[config.mk]
export PLATFORM = sky130hd
export DESIGN_NAME = servo_position_ramp_unit
export DESIGN_NICKNAME = d
export VERILOG_FILES = /design/src/design/spr_pkg.sv /design/src/design/spr_channel_step.sv /design/src/design/spr_scale.sv /design/src/design/servo_position_ramp_unit.sv
export SDC_FILE = /design/constraint.sdc
export NUM_CORES = 1
export LEC_CHECK = 0
export CORE_MARGIN = 5
export CORE_UTILIZATION = 30
export CTS_CLUSTER_DIAMETER = 80
export DETAILED_ROUTE_END_ITERATION = 12
export DONT_BUFFER_PORTS = 1
export GPL_TIMING_DRIVEN = 0
export MAX_ROUTING_LAYER = met4
export PLACE_DENSITY = 0.45
export RECOVER_POWER = 25
export SYNTH_ARGS = -nofsm -noshare
export SYNTH_HDL_FRONTEND = slang
export SYNTH_SLANG_ARGS = --single-unit
[constraint.sdc]
create_clock -name clock -period 7.41 [get_ports clock]
set_input_delay 0.3705 -clock clock [delete_from_list [all_inputs] [get_ports clock]]
set_output_delay 0.3705 -clock clock [all_outputs]
set_load 0.01 [all_outputs]
[src/design/spr_pkg.sv]
`timescale 1ns / 1ps
// ----------------------------------------------------------------------------
// spr_pkg
// Shared types and constants of the servo position ramp: register indexes,
// item modes, direction codes, reset values and the configuration bundle.
// ----------------------------------------------------------------------------
package spr_pkg;

   localparam int POS_W   = 16;
   localparam int TICKS_W = 8;
   localparam int PROD_W  = POS_W + TICKS_W;
   localparam int CSR_INDEX_W = 8;
   localparam int CSR_DATA_W  = 16;

   // Configuration register indexes.
   localparam logic [CSR_INDEX_W-1:0] CSR_TICKS_PER_US = 8'd0;
   localparam logic [CSR_INDEX_W-1:0] CSR_POS_MIN      = 8'd1;
   localparam logic [CSR_INDEX_W-1:0] CSR_POS_MAX      = 8'd2;
   localparam logic [CSR_INDEX_W-1:0] CSR_SLEW_STEP    = 8'd3;

   // Item modes.
   localparam logic MODE_TICK     = 1'b0;
   localparam logic MODE_SET_GOAL = 1'b1;

   // Reset values.
   localparam logic [TICKS_W-1:0] RESET_TICKS_PER_US = 8'd80;
   localparam logic [POS_W-1:0]   RESET_POS_MIN      = 16'd17750;
   localparam logic [POS_W-1:0]   RESET_POS_MAX      = 16'd19300;
   localparam logic [POS_W-1:0]   RESET_SLEW_STEP    = 16'd50;
   localparam logic [POS_W-1:0]   RESET_POSITION     = 16'd17650;
   localparam logic [POS_W-1:0]   RESET_GOAL         = 16'd19400;

   typedef enum logic [1:0] {
      DIR_IDLE = 2'd0,
      DIR_UP   = 2'd1,
      DIR_DOWN = 2'd2
   } dir_type;

   typedef struct packed {
      logic [TICKS_W-1:0] ticks_per_us;
      logic [POS_W-1:0]   pos_min;
      logic [POS_W-1:0]   pos_max;
      logic [POS_W-1:0]   slew_step;
   } cfg_type;

   typedef struct packed {
      logic [POS_W-1:0] position;
      dir_type          dir;
   } step_type;

endpackage

[src/design/spr_channel_step.sv]
`timescale 1ns / 1ps
// ----------------------------------------------------------------------------
// spr_channel_step
// One slew step of a single channel: moves the position toward its goal,
// retires the direction once the goal is reached, then clamps to the limits.
// ----------------------------------------------------------------------------
module spr_channel_step
   import spr_pkg::*;
(
   input  cfg_type          cfg,
   input  logic [POS_W-1:0] position,
   input  logic [POS_W-1:0] goal,
   input  dir_type          dir,
   output step_type         step
);

   logic [POS_W:0]   sum;
   logic [POS_W-1:0] down;
   logic [POS_W:0]   moved;
   logic [POS_W:0]   clamp_hi;
   logic [POS_W:0]   clamp_lo;
   dir_type          dir_next;

   always_comb begin
      sum  = {1'b0, position} + {1'b0, cfg.slew_step};
      down = (position > cfg.slew_step) ? (position - cfg.slew_step) : '0;
      case (dir)
         DIR_UP: begin
            moved    = sum;
            dir_next = (sum >= {1'b0, goal}) ? DIR_IDLE : DIR_UP;
         end
         DIR_DOWN: begin
            moved    = {1'b0, down};
            dir_next = (down <= goal) ? DIR_IDLE : DIR_DOWN;
         end
         default: begin
            moved    = {1'b0, position};
            dir_next = dir;
         end
      endcase
      // The upper clamp goes first so that pos_min wins when the limits cross.
      clamp_hi = (moved > {1'b0, cfg.pos_max}) ? {1'b0, cfg.pos_max} : moved;
      clamp_lo = (clamp_hi < {1'b0, cfg.pos_min}) ? {1'b0, cfg.pos_min} : clamp_hi;
      step.position = clamp_lo[POS_W-1:0];
      step.dir      = dir_next;
   end

endmodule

[src/design/spr_scale.sv]
`timescale 1ns / 1ps
// ----------------------------------------------------------------------------
// spr_scale
// Converts a pulse width in microseconds to timer counts and splits the
// count into the match word and the prescale byte.
// ----------------------------------------------------------------------------
module spr_scale
   import spr_pkg::*;
(
   input  logic [POS_W-1:0]   position,
   input  logic [TICKS_W-1:0] ticks_per_us,
   output logic [POS_W-1:0]   match_low,
   output logic [TICKS_W-1:0] prescale
);

   logic [PROD_W-1:0] product;

   // A 16 by 8 product never exceeds 255 above bit 16, so no saturation is needed.
   assign product   = PROD_W'(position) * PROD_W'(ticks_per_us);
   assign match_low = product[POS_W-1:0];
   assign prescale  = product[PROD_W-1:POS_W];

endmodule

[src/design/servo_position_ramp_unit.sv]
`timescale 1ns / 1ps
// ----------------------------------------------------------------------------
// servo_position_ramp_unit
// Slew-rate limited pulse widths for a set of servo channels.
// ----------------------------------------------------------------------------
// A set-goal item gives no result. A tick item walks the channels from the
// highest down to channel 0, one channel per cycle through the single step
// unit while the position stage can advance, so it holds the input stage until
// channel 0 is stepped and gives CHANNELS results, the last one flagged.
// Results pass a position register and then the scaling multiplier into the
// output register, and a new item is taken in the cycle its predecessor
// finishes. Configuration writes are always taken; they must only be issued
// while the block is idle.
// ----------------------------------------------------------------------------
module servo_position_ramp_unit
   import spr_pkg::*;
#(
   parameter int CHANNELS = 2
)(
   input  logic                   clock,
   input  logic                   reset,

   input  logic                   req_valid,
   output logic                   req_ready,
   input  logic                   req_mode,
   input  logic                   req_channel,
   input  logic [POS_W-1:0]       req_goal,

   output logic                   rsp_valid,
   input  logic                   rsp_ready,
   output logic                   rsp_out_channel,
   output logic [POS_W-1:0]       rsp_position,
   output logic [POS_W-1:0]       rsp_match_low,
   output logic [TICKS_W-1:0]     rsp_prescale,
   output logic                   rsp_last,

   input  logic                   csr_valid,
   output logic                   csr_ready,
   input  logic [CSR_INDEX_W-1:0] csr_index,
   input  logic [CSR_DATA_W-1:0]  csr_data
);

   localparam int IDX_W = (CHANNELS > 1) ? $clog2(CHANNELS) : 1;

   cfg_type cfg_ff;

   logic             item_valid_ff;
   logic             item_mode_ff;
   logic             item_channel_ff;
   logic [POS_W-1:0] item_goal_ff;
   logic [IDX_W-1:0] cnt_ff;

   logic [POS_W-1:0] pos_store_ff  [CHANNELS];
   logic [POS_W-1:0] goal_store_ff [CHANNELS];
   dir_type          dir_store_ff  [CHANNELS];

   logic             mid_valid_ff;
   logic [POS_W-1:0] mid_pos_ff;
   logic             mid_channel_ff;
   logic             mid_last_ff;

   logic               rsp_valid_ff;
   logic               rsp_out_channel_ff;
   logic [POS_W-1:0]   rsp_position_ff;
   logic [POS_W-1:0]   rsp_match_low_ff;
   logic [TICKS_W-1:0] rsp_prescale_ff;
   logic               rsp_last_ff;

   logic               rsp_adv;
   logic               mid_adv;
   logic               is_tick;
   logic               is_set;
   logic               chan_ok;
   logic               step_fire;
   logic               item_done;
   logic               req_fire;
   logic               csr_fire;
   logic [IDX_W-1:0]   rd_idx;
   logic [POS_W-1:0]   rd_pos;
   step_type           step;
   logic [POS_W-1:0]   scaled_match;
   logic [TICKS_W-1:0] scaled_prescale;

   assign rsp_adv   = !rsp_valid_ff || rsp_ready;
   assign mid_adv   = !mid_valid_ff || rsp_adv;
   assign is_tick   = item_valid_ff && (item_mode_ff == MODE_TICK);
   assign is_set    = item_valid_ff && (item_mode_ff == MODE_SET_GOAL);
   assign chan_ok   = (int'(item_channel_ff) < CHANNELS);
   assign step_fire = is_tick && mid_adv;
   assign item_done = is_set || (step_fire && (cnt_ff == '0));
   assign req_ready = !item_valid_ff || item_done;
   assign req_fire  = req_valid && req_ready;
   assign csr_ready = 1'b1;
   assign csr_fire  = csr_valid && csr_ready;

   // One read port serves both the tick walk and the set-goal compare.
   assign rd_idx = (is_set && chan_ok) ? IDX_W'(item_channel_ff) : cnt_ff;
   assign rd_pos = pos_store_ff[rd_idx];

   spr_channel_step u_step (
      .cfg      (cfg_ff),
      .position (rd_pos),
      .goal     (goal_store_ff[rd_idx]),
      .dir      (dir_store_ff[rd_idx]),
      .step     (step)
   );

   spr_scale u_scale (
      .position     (mid_pos_ff),
      .ticks_per_us (cfg_ff.ticks_per_us),
      .match_low    (scaled_match),
      .prescale     (scaled_prescale)
   );

   always_ff @(posedge clock) begin
      if (reset) begin
         cfg_ff.ticks_per_us <= RESET_TICKS_PER_US;
         cfg_ff.pos_min      <= RESET_POS_MIN;
         cfg_ff.pos_max      <= RESET_POS_MAX;
         cfg_ff.slew_step    <= RESET_SLEW_STEP;
      end else if (csr_fire) begin
         case (csr_index)
            CSR_TICKS_PER_US: cfg_ff.ticks_per_us <= csr_data[TICKS_W-1:0];
            CSR_POS_MIN:      cfg_ff.pos_min      <= csr_data[POS_W-1:0];
            CSR_POS_MAX:      cfg_ff.pos_max      <= csr_data[POS_W-1:0];
            CSR_SLEW_STEP:    cfg_ff.slew_step    <= csr_data[POS_W-1:0];
            default: ;
         endcase
      end
   end

   // Input stage and channel counter.
   always_ff @(posedge clock) begin
      if (reset) begin
         item_valid_ff <= 1'b0;
         cnt_ff        <= '0;
      end else begin
         if (req_fire) begin
            item_valid_ff <= 1'b1;
         end else if (item_done) begin
            item_valid_ff <= 1'b0;
         end
         if (req_fire && (req_mode == MODE_TICK)) begin
            cnt_ff <= IDX_W'(CHANNELS - 1);
         end else if (step_fire && (cnt_ff != '0)) begin
            cnt_ff <= cnt_ff - 1'b1;
         end
      end
   end

   always_ff @(posedge clock) begin
      if (req_fire) begin
         item_mode_ff    <= req_mode;
         item_channel_ff <= req_channel;
         item_goal_ff    <= req_goal;
      end
   end

   // Channel state.
   always_ff @(posedge clock) begin
      if (reset) begin
         for (int i = 0; i < CHANNELS; i++) begin
            pos_store_ff[i]  <= RESET_POSITION;
            goal_store_ff[i] <= RESET_GOAL;
            dir_store_ff[i]  <= DIR_IDLE;
         end
      end else if (is_set && chan_ok) begin
         goal_store_ff[rd_idx] <= item_goal_ff;
         if (item_goal_ff > rd_pos) begin
            dir_store_ff[rd_idx] <= DIR_UP;
         end else if (item_goal_ff < rd_pos) begin
            dir_store_ff[rd_idx] <= DIR_DOWN;
         end
      end else if (step_fire) begin
         pos_store_ff[rd_idx] <= step.position;
         dir_store_ff[rd_idx] <= step.dir;
      end
   end

   // Position stage.
   always_ff @(posedge clock) begin
      if (reset) begin
         mid_valid_ff <= 1'b0;
      end else if (mid_adv) begin
         mid_valid_ff <= step_fire;
      end
   end

   always_ff @(posedge clock) begin
      if (step_fire) begin
         mid_pos_ff     <= step.position;
         mid_channel_ff <= cnt_ff[0];
         mid_last_ff    <= (cnt_ff == '0);
      end
   end

   // Output register.
   always_ff @(posedge clock) begin
      if (reset) begin
         rsp_valid_ff <= 1'b0;
      end else if (rsp_adv) begin
         rsp_valid_ff <= mid_valid_ff;
      end
   end

   always_ff @(posedge clock) begin
      if (rsp_adv && mid_valid_ff) begin
         rsp_out_channel_ff <= mid_channel_ff;
         rsp_position_ff    <= mid_pos_ff;
         rsp_match_low_ff   <= scaled_match;
         rsp_prescale_ff    <= scaled_prescale;
         rsp_last_ff        <= mid_last_ff;
      end
   end

   assign rsp_valid       = rsp_valid_ff;
   assign rsp_out_channel = rsp_out_channel_ff;
   assign rsp_position    = rsp_position_ff;
   assign rsp_match_low   = rsp_match_low_ff;
   assign rsp_prescale    = rsp_prescale_ff;
   assign rsp_last        = rsp_last_ff;

`ifndef SYNTHESIS
   // A newly taken tick starts its walk at the highest channel.
   assert property (@(posedge clock) disable iff (reset)
      (req_fire && (req_mode == MODE_TICK)) |=> (cnt_ff == IDX_W'(CHANNELS - 1)))
      else $error("tick walk did not start at the highest channel");

   // No new item is taken while a tick still has channels left to walk.
   assert property (@(posedge clock) disable iff (reset)
      (is_tick && (cnt_ff != '0)) |-> !req_ready)
      else $error("item taken in the middle of a tick walk");

   // The final result of a tick always belongs to channel 0.
   assert property (@(posedge clock) disable iff (reset)
      (rsp_valid_ff && rsp_last_ff) |-> (rsp_out_channel_ff == 1'b0))
      else $error("last flag on a result that is not channel 0");
`endif

endmodule

==> metrics.txt, run 1 <==
status=finished with violations; violated checks=negative setup slack; vias per std cell=4.88; RSZ-0062 raised after global routing=yes; first-pass GRT wire length=approximately 75000 um; DRC viols=0; share of cells above drive strength 1=between 15 and 20%; multi-input combinational cell area=10400 um2; register area=around 5600 um2; Setup TNS Final=-13050 ps; Die X=between 200 and 250 um; largest net degree at the start of global routing=34; most used flip-flop cell after synthesis=edfxtp_1; synthesized net count=1964; cell count after synthesis=1666; CP arrival=8050 ps; routed vias=12.3k; slew of the pin with the lowest slew margin=1110 ps; Filler Cell Count=around 5.4k; CTS Buf Count=27; I/O Buffers=0; die height=243 um; H-tree levels=1; CTS tree=built; io pins=92; post-synthesis sequential area ratio=34.4%; final setup margin=-348 ps; core area=53700 um2; normalized max-slew margin=around a quarter; count leader, synth=inv_1; WP data required=7710 ps; peak supply drop=approximately 0.00015 V; RePlAce Congestion=0.918; Ys Warns=0; Placed Area=17200 um2; vias in the first global route=12.4k; Hold WC Path Type=in2reg; per-cell routed wire length=19.7 um; CTS sink count=206; num rows=between 80 and 90; drt pass-1 iters=5; initial antenna violation count=0; diode count=0; Clock Tree Root=clkbuf_16; # setup viols final=48; area share of the largest cell type after synthesis=27.0%; Clock Latency Late Sink=560 ps; Worst path max stage delay=450 ps; P&R area growth vs syn=23.2%; 1st-iter DRT viols=just over 600; FF-to-FF Start=item_mode_ff$_DFFE_PP_; DRT Wirelength=approximately 50000 um; hold wc startpoint=rsp_ready; max cap viols=0; post-layout minimum cycle time=7760 ps; CP delay by family, top=compound AO/OA/AOI/OAI gates; DP HPWL=a little under 40000 um; GRT overflow=0; synthesized cell area=roughly 16000 um2; Synth cell types=83; Power Density=236 nW/um2; Synth area leader=edfxtp_1; Hold Vio Cnt, Final=0; nets@finish=~2.1k; Syn Area/Cell=9.74 um2; Fmax=0.129 GHz; Period Utilization, post-route=105%; crit start category=flop; initial core utilization=30.2%; top post-synthesis cells by area=edfxtp_1, ha_1, fa_1, dfxtp_1, inv_1; LEAKAGE=8.49 nW; Worst Path Max Fanout=9; Final Cell Area=roughly 20000 um2; Critical Path Slowest Stage Cell=edfxtp_1; Final Max Slew Viols=0; Worst setup EP type=flop; crit path kind=reg2reg; clock slew at reported path FFs=60 ps; Die ar.=approximately 60000 um2; clk_skew=16.1 ps; CTS max path bufs=3; number of enable flip-flop cells after synthesis=146; Buffers & Inverters on Critical Path=8; ANT nets after route=0; ys async rst share=0%; crit path launch=item_mode_ff$_DFFE_PP_; GRT Resource Usage Total=16.8%; Synth top cells by count=inv_1, nand2_1, ha_1, edfxtp_1, nor2_1; Yosys reg bits=206
-- power by group --
part	internal [mW]	switching (mW)	total (mW)
Combinational	0.903	1.02	1.92
Clock	0.885	0.536	1.42
Sequential	1.32	0.0495	1.37
Total	3.10	1.61	4.71
-- kinds of logic (layout without fill, tap and decap cells) --
family          after synthesis  after routing  synth area share [%]
buf+inv                     261            417                  6.38
other cells                   1              1                0.0231
compound gates              289            289                  12.4
mux                          73             73                  4.79
simple gates                548            548                  16.7
fa+ha+maj                   251            251                  23.3
flops                       206            206                  34.4
xor+xnor                     37             37                  2.00
-- cell type report --
class                           instances  share of cell area, %
Multi-Input combinational cell       1199                   52.2
Tap cell                              696                   4.35
Inverter                              206                   3.87
Sequential cell                       206                   27.9
Clock buffer                           31                   3.45
Clock inverter                         19                   1.43
Buffer                                 51                   1.49
Timing Repair Buffer                  110                   5.26
-- cell usage in the layout (no fill, tap or decap), types with 10 or more instances in the layout --
master         count
dfxtp_1           60
nand4_1           10
a211o_1           16
buf_6             11
or3_1             15
o21a_1            16
edfxtp_1         146
inv_1            199
a21oi_1           71
nor2_1           102
dlygate4sd3_1     35
a21o_1            33
ha_4              11
mux2i_4           20
xor2_1            11
nor2b_1           23
o211ai_1          11
buf_4             64
ha_1             147
clkbuf_16         28
and2_1            85
nand3_1           19
mux2i_1           36
nor3_1            24
a211oi_1          10
mux2_4            14
clkbuf_1          38
o21ai_0           34
o21bai_1          10
nand2b_1          22
nand2_1          180
xnor2_1           26
fa_1              85
-- tightest hold or removal path, cell delays in order --
cell and delay, ps:
nor2b_1 50, nor2_1 90, nor2_1 40
-- worst paths after layout --
path                                       end  slack [ps]  cells past startpoint
max          pos_store_ff[1][14]$_SDFFCE_PN1P_        -350                     36
max reg2reg  pos_store_ff[1][14]$_SDFFCE_PN1P_        -350                     36
min reg2reg                 rsp_last$_DFFE_PP_         420                      0
min                     rsp_valid$_SDFFE_PP0P_          40                      3
-- flip-flops by register name, summed over array words and instances (netlist names), 4 cells and up --
name / flops
goal_store_ff: 32
mid_pos_ff: 16
rsp_match_low: 16
dir_store_ff: 4
rsp_position: 16
item_goal_ff: 16
pos_store_ff: 32
cfg_ff: 56
rsp_prescale: 8
-- routing by layer --
metal | track usage (%) | vias to the layer above | routed length, um
met5 | - | - | 0
met4 | 4.79 | 0 | 1640
met3 | 2.11 | 78 | 1610
met2 | 28.8 | 232 | 24300
met1 | 20.9 | 5994 | 21900
li1 | - | 5994 | -
-- timing repair --
action                     4_1_cts  5_1_grt
pin swaps                       41       43
buffers inserted                44       27
setup endpoints to repair       48       48
gates resized for setup        119       58
gates cloned                     2        1
hold endpoints to repair        73        0
hold buffers                    35        0
-- stage by stage --
stage	hold slack (ps)	utilization (%)	power [mW]	std cells	setup slack (ps)
floorplan	400	-	2.36	1666	116
global placement	406	31.9	2.73	2362	-2200
detailed placement	407	31.9	2.74	2363	-2260
CTS	35.8	36.4	4.62	2492	-479
global route	97.7	37.2	4.98	2518	-679
finish	39.2	37.2	4.71	2518	-348
Note: power is estimated with default switching activity, not from simulation.
==> run 2, diff against run 1 <==
Settings changed: CELL_PAD_IN_SITES_DETAIL_PLACEMENT set to 1, CELL_PAD_IN_SITES_GLOBAL_PLACEMENT set to 2, PLACE_DENSITY 0.45 to 0.63.
==> run 2 against run 1 <==
Effect of this change: the flow still finishes with violations (negative setup slack); setup slack got worse by 31 ps; clock power is 3% lower; global-route usage is 1.4 points higher; via count grew 1.6%; register-to-register slack lost 30 ps; highest routed layer unchanged.
==> metrics.txt, run 2 (synthesis results as in run 1) <==
initial core utilization=30.2%; RR Endpoint=pos_store_ff[1][14]$_SDFFCE_PN1P_; # setup viols final=between 40 and 50; Largest register FFs=56; Critical Path Sink=pos_store_ff[1][14]$_SDFFCE_PN1P_; H-tree levels=1; 1st-iter DRT viols=roughly 540; status=finished with violations; io pins=92; first-pass GRT wire length=81600 um; core area=53700 um2; Tot Pwr=4.66 mW; Die X=about 240 um; normalized max-slew margin=37.3%; R2R cell count=35; slew of the pin with the lowest slew margin=between 900 and 1000 ps; largest net degree at the start of global routing=36; I/O Buffers=0; final setup margin=-379 ps; Final Max Slew Viols=0; Filler Cell Count=~6k; CTS Buf Count=26; GRT overflow=0; Hold Vio Cnt, Final=0; Worst path max stage delay=about 500 ps; Power Density=232 nW/um2; vias per std cell=4.95; Inst Count DP=2363; post-layout minimum cycle time=7790 ps; vias in the first global route=between 10k and 15k; DP HPWL=approximately 42000 um; Post-Layout Cell Count=2525; clock slew at reported path FFs=60 ps; Fmax=0.128 GHz; Critical Path Slowest Stage Cell=or4_4; leading cell types in the layout, fill and taps excluded=inv_1, nand2_1, ha_1, edfxtp_1, nor2_1; share of cells above drive strength 1=between 15 and 20%; Die ar.=~59000 um2; RePlAce Congestion=0.897; die height=roughly 240 um; multi-input combinational cell area=10500 um2; Clock Latency Late Sink=~560 ps; routed vias=approximately 12k; Clock Tree Root=clkbuf_16; CTS max path bufs=3; hold wc startpoint=rsp_ready; CTS tree=built; num rows=85; DRC viols=0; WP data required=7690 ps; crit path launch=item_mode_ff$_DFFE_PP_; crit start category=flop; RSZ-0062 raised after global routing=yes; crit path kind=reg2reg; per-cell routed wire length=21.0 um; DRT Wirelength=53000 um; CTS sink count=206; Worst setup EP type=flop; drt pass-1 iters=4; Period Utilization, post-route=105%; GRT Resource Usage Total=a little under a fifth; ANT nets after route=0; initial antenna violation count=1; Setup TNS Final=-14370 ps; FF-to-FF Start=item_mode_ff$_DFFE_PP_; Worst Path Max Fanout=8; LEAKAGE=between 8 and 9 nW; max cap viols=0; clk_skew=21.8 ps; Largest regs=cfg_ff: 56 flops, goal_store_ff: 32 flops, pos_store_ff: 32 flops; largest register by flop count=cfg_ff; peak supply drop=0.000163 V; violated checks=negative setup slack; most common cell after layout, fill and taps aside=inv_1; Hold WC Path Type=in2reg; R2R setup slack=-380 ps; P&R area growth vs syn=23.5%; register area=about 5600 um2; CP arrival=8070 ps; nets@finish=2106
==> run 2: changes by cell type in the layout (fill, tap and decap cells not counted), sizes merged <==
| cell | before | now |
|---|---|---|
| buf | 88 | 97 |
| bufbuf | 1 | 0 |
| clkinv | 7 | 8 |
| clkinvlp | 6 | 2 |
| diode | 0 | 1 |
| inv | 206 | 207 |
==> run 2: what timing repair did <==
action,CTS,global route
cloned,1,0
buffers inserted,59,22
endpoints found under the setup margin,48,48
hold buffers,35,0
gates resized for setup,130,64
pin swaps,57,34
hold endpoints to repair,73,0
==> run 2: metal layers <==
| metal | routed length, um | vias up | track usage [%] |
|---|---|---|---|
| met5 | 0 | - | - |
| met4 | 1380 | 0 | 4.79 |
| met3 | 1190 | 67 | 1.57 |
| met2 | 26900 | 148 | 32.2 |
| met1 | 23500 | 6260 | 22.5 |
| li1 | - | 6020 | - |
==> run 2: worst min path at each step <==
stage	cells past startpoint	slack [ps]	end
4_1_cts	3	20	rsp_valid$_SDFFE_PP0P_
3_3_place_gp	0	410	rsp_last$_DFFE_PP_
6_report	3	30	rsp_valid$_SDFFE_PP0P_
2_1_floorplan	0	400	rsp_last$_DFFE_PP_
5_1_grt	3	40	rsp_valid$_SDFFE_PP0P_
3_5_place_dp	0	410	rsp_last$_DFFE_PP_
==> run 2: per-stage QoR <==
step / instance area (um2) / util (%) / hold WS (ps) / worst slack, ps
global route: 20100 / 37.3 / 37.2 / -737
floorplan: 16300 / - / 400 / 116
finish: 20100 / 37.3 / 34.3 / -379
CTS: 19600 / 36.5 / 23.8 / -419
global placement: 17100 / 31.9 / 408 / -2470
detailed placement: 17200 / 31.9 / 407 / -2510
==> run 2: area by class of cell <==
cell class | instances | share of cell area, %
flip-flops and latches | 206 | 27.9
repair buffers | 118 | 5.28
clock inverters | 17 | 1.27
inverters | 206 | 3.89
multi-input cells | 1199 | 52.4
well taps | 696 | 4.34
plain buffers | 51 | 1.57
clock buffers | 31 | 3.34
diodes | 1 | 0.0125
==> run 2: worst max-delay path: cells and delay by family (launching register included) <==
kind / cells / cell delay [ps]
AO/OA/AOI/OAI: 14 / 2540
AND/OR/NAND/NOR: 8 / 1380
multiplexers: 4 / 1360
buffers and inverters: 6 / 960
adder cells (fa/ha/maj): 3 / 780
flip-flops: 1 / 460
==> run 2: where the power goes <==
part	switching, mW	internal (mW)	leakage, nW	total (mW)
sequential	0.0507	1.32	1.82	1.37
combinational	1.04	0.873	6.21	1.91
clock	0.521	0.857	0.452	1.38
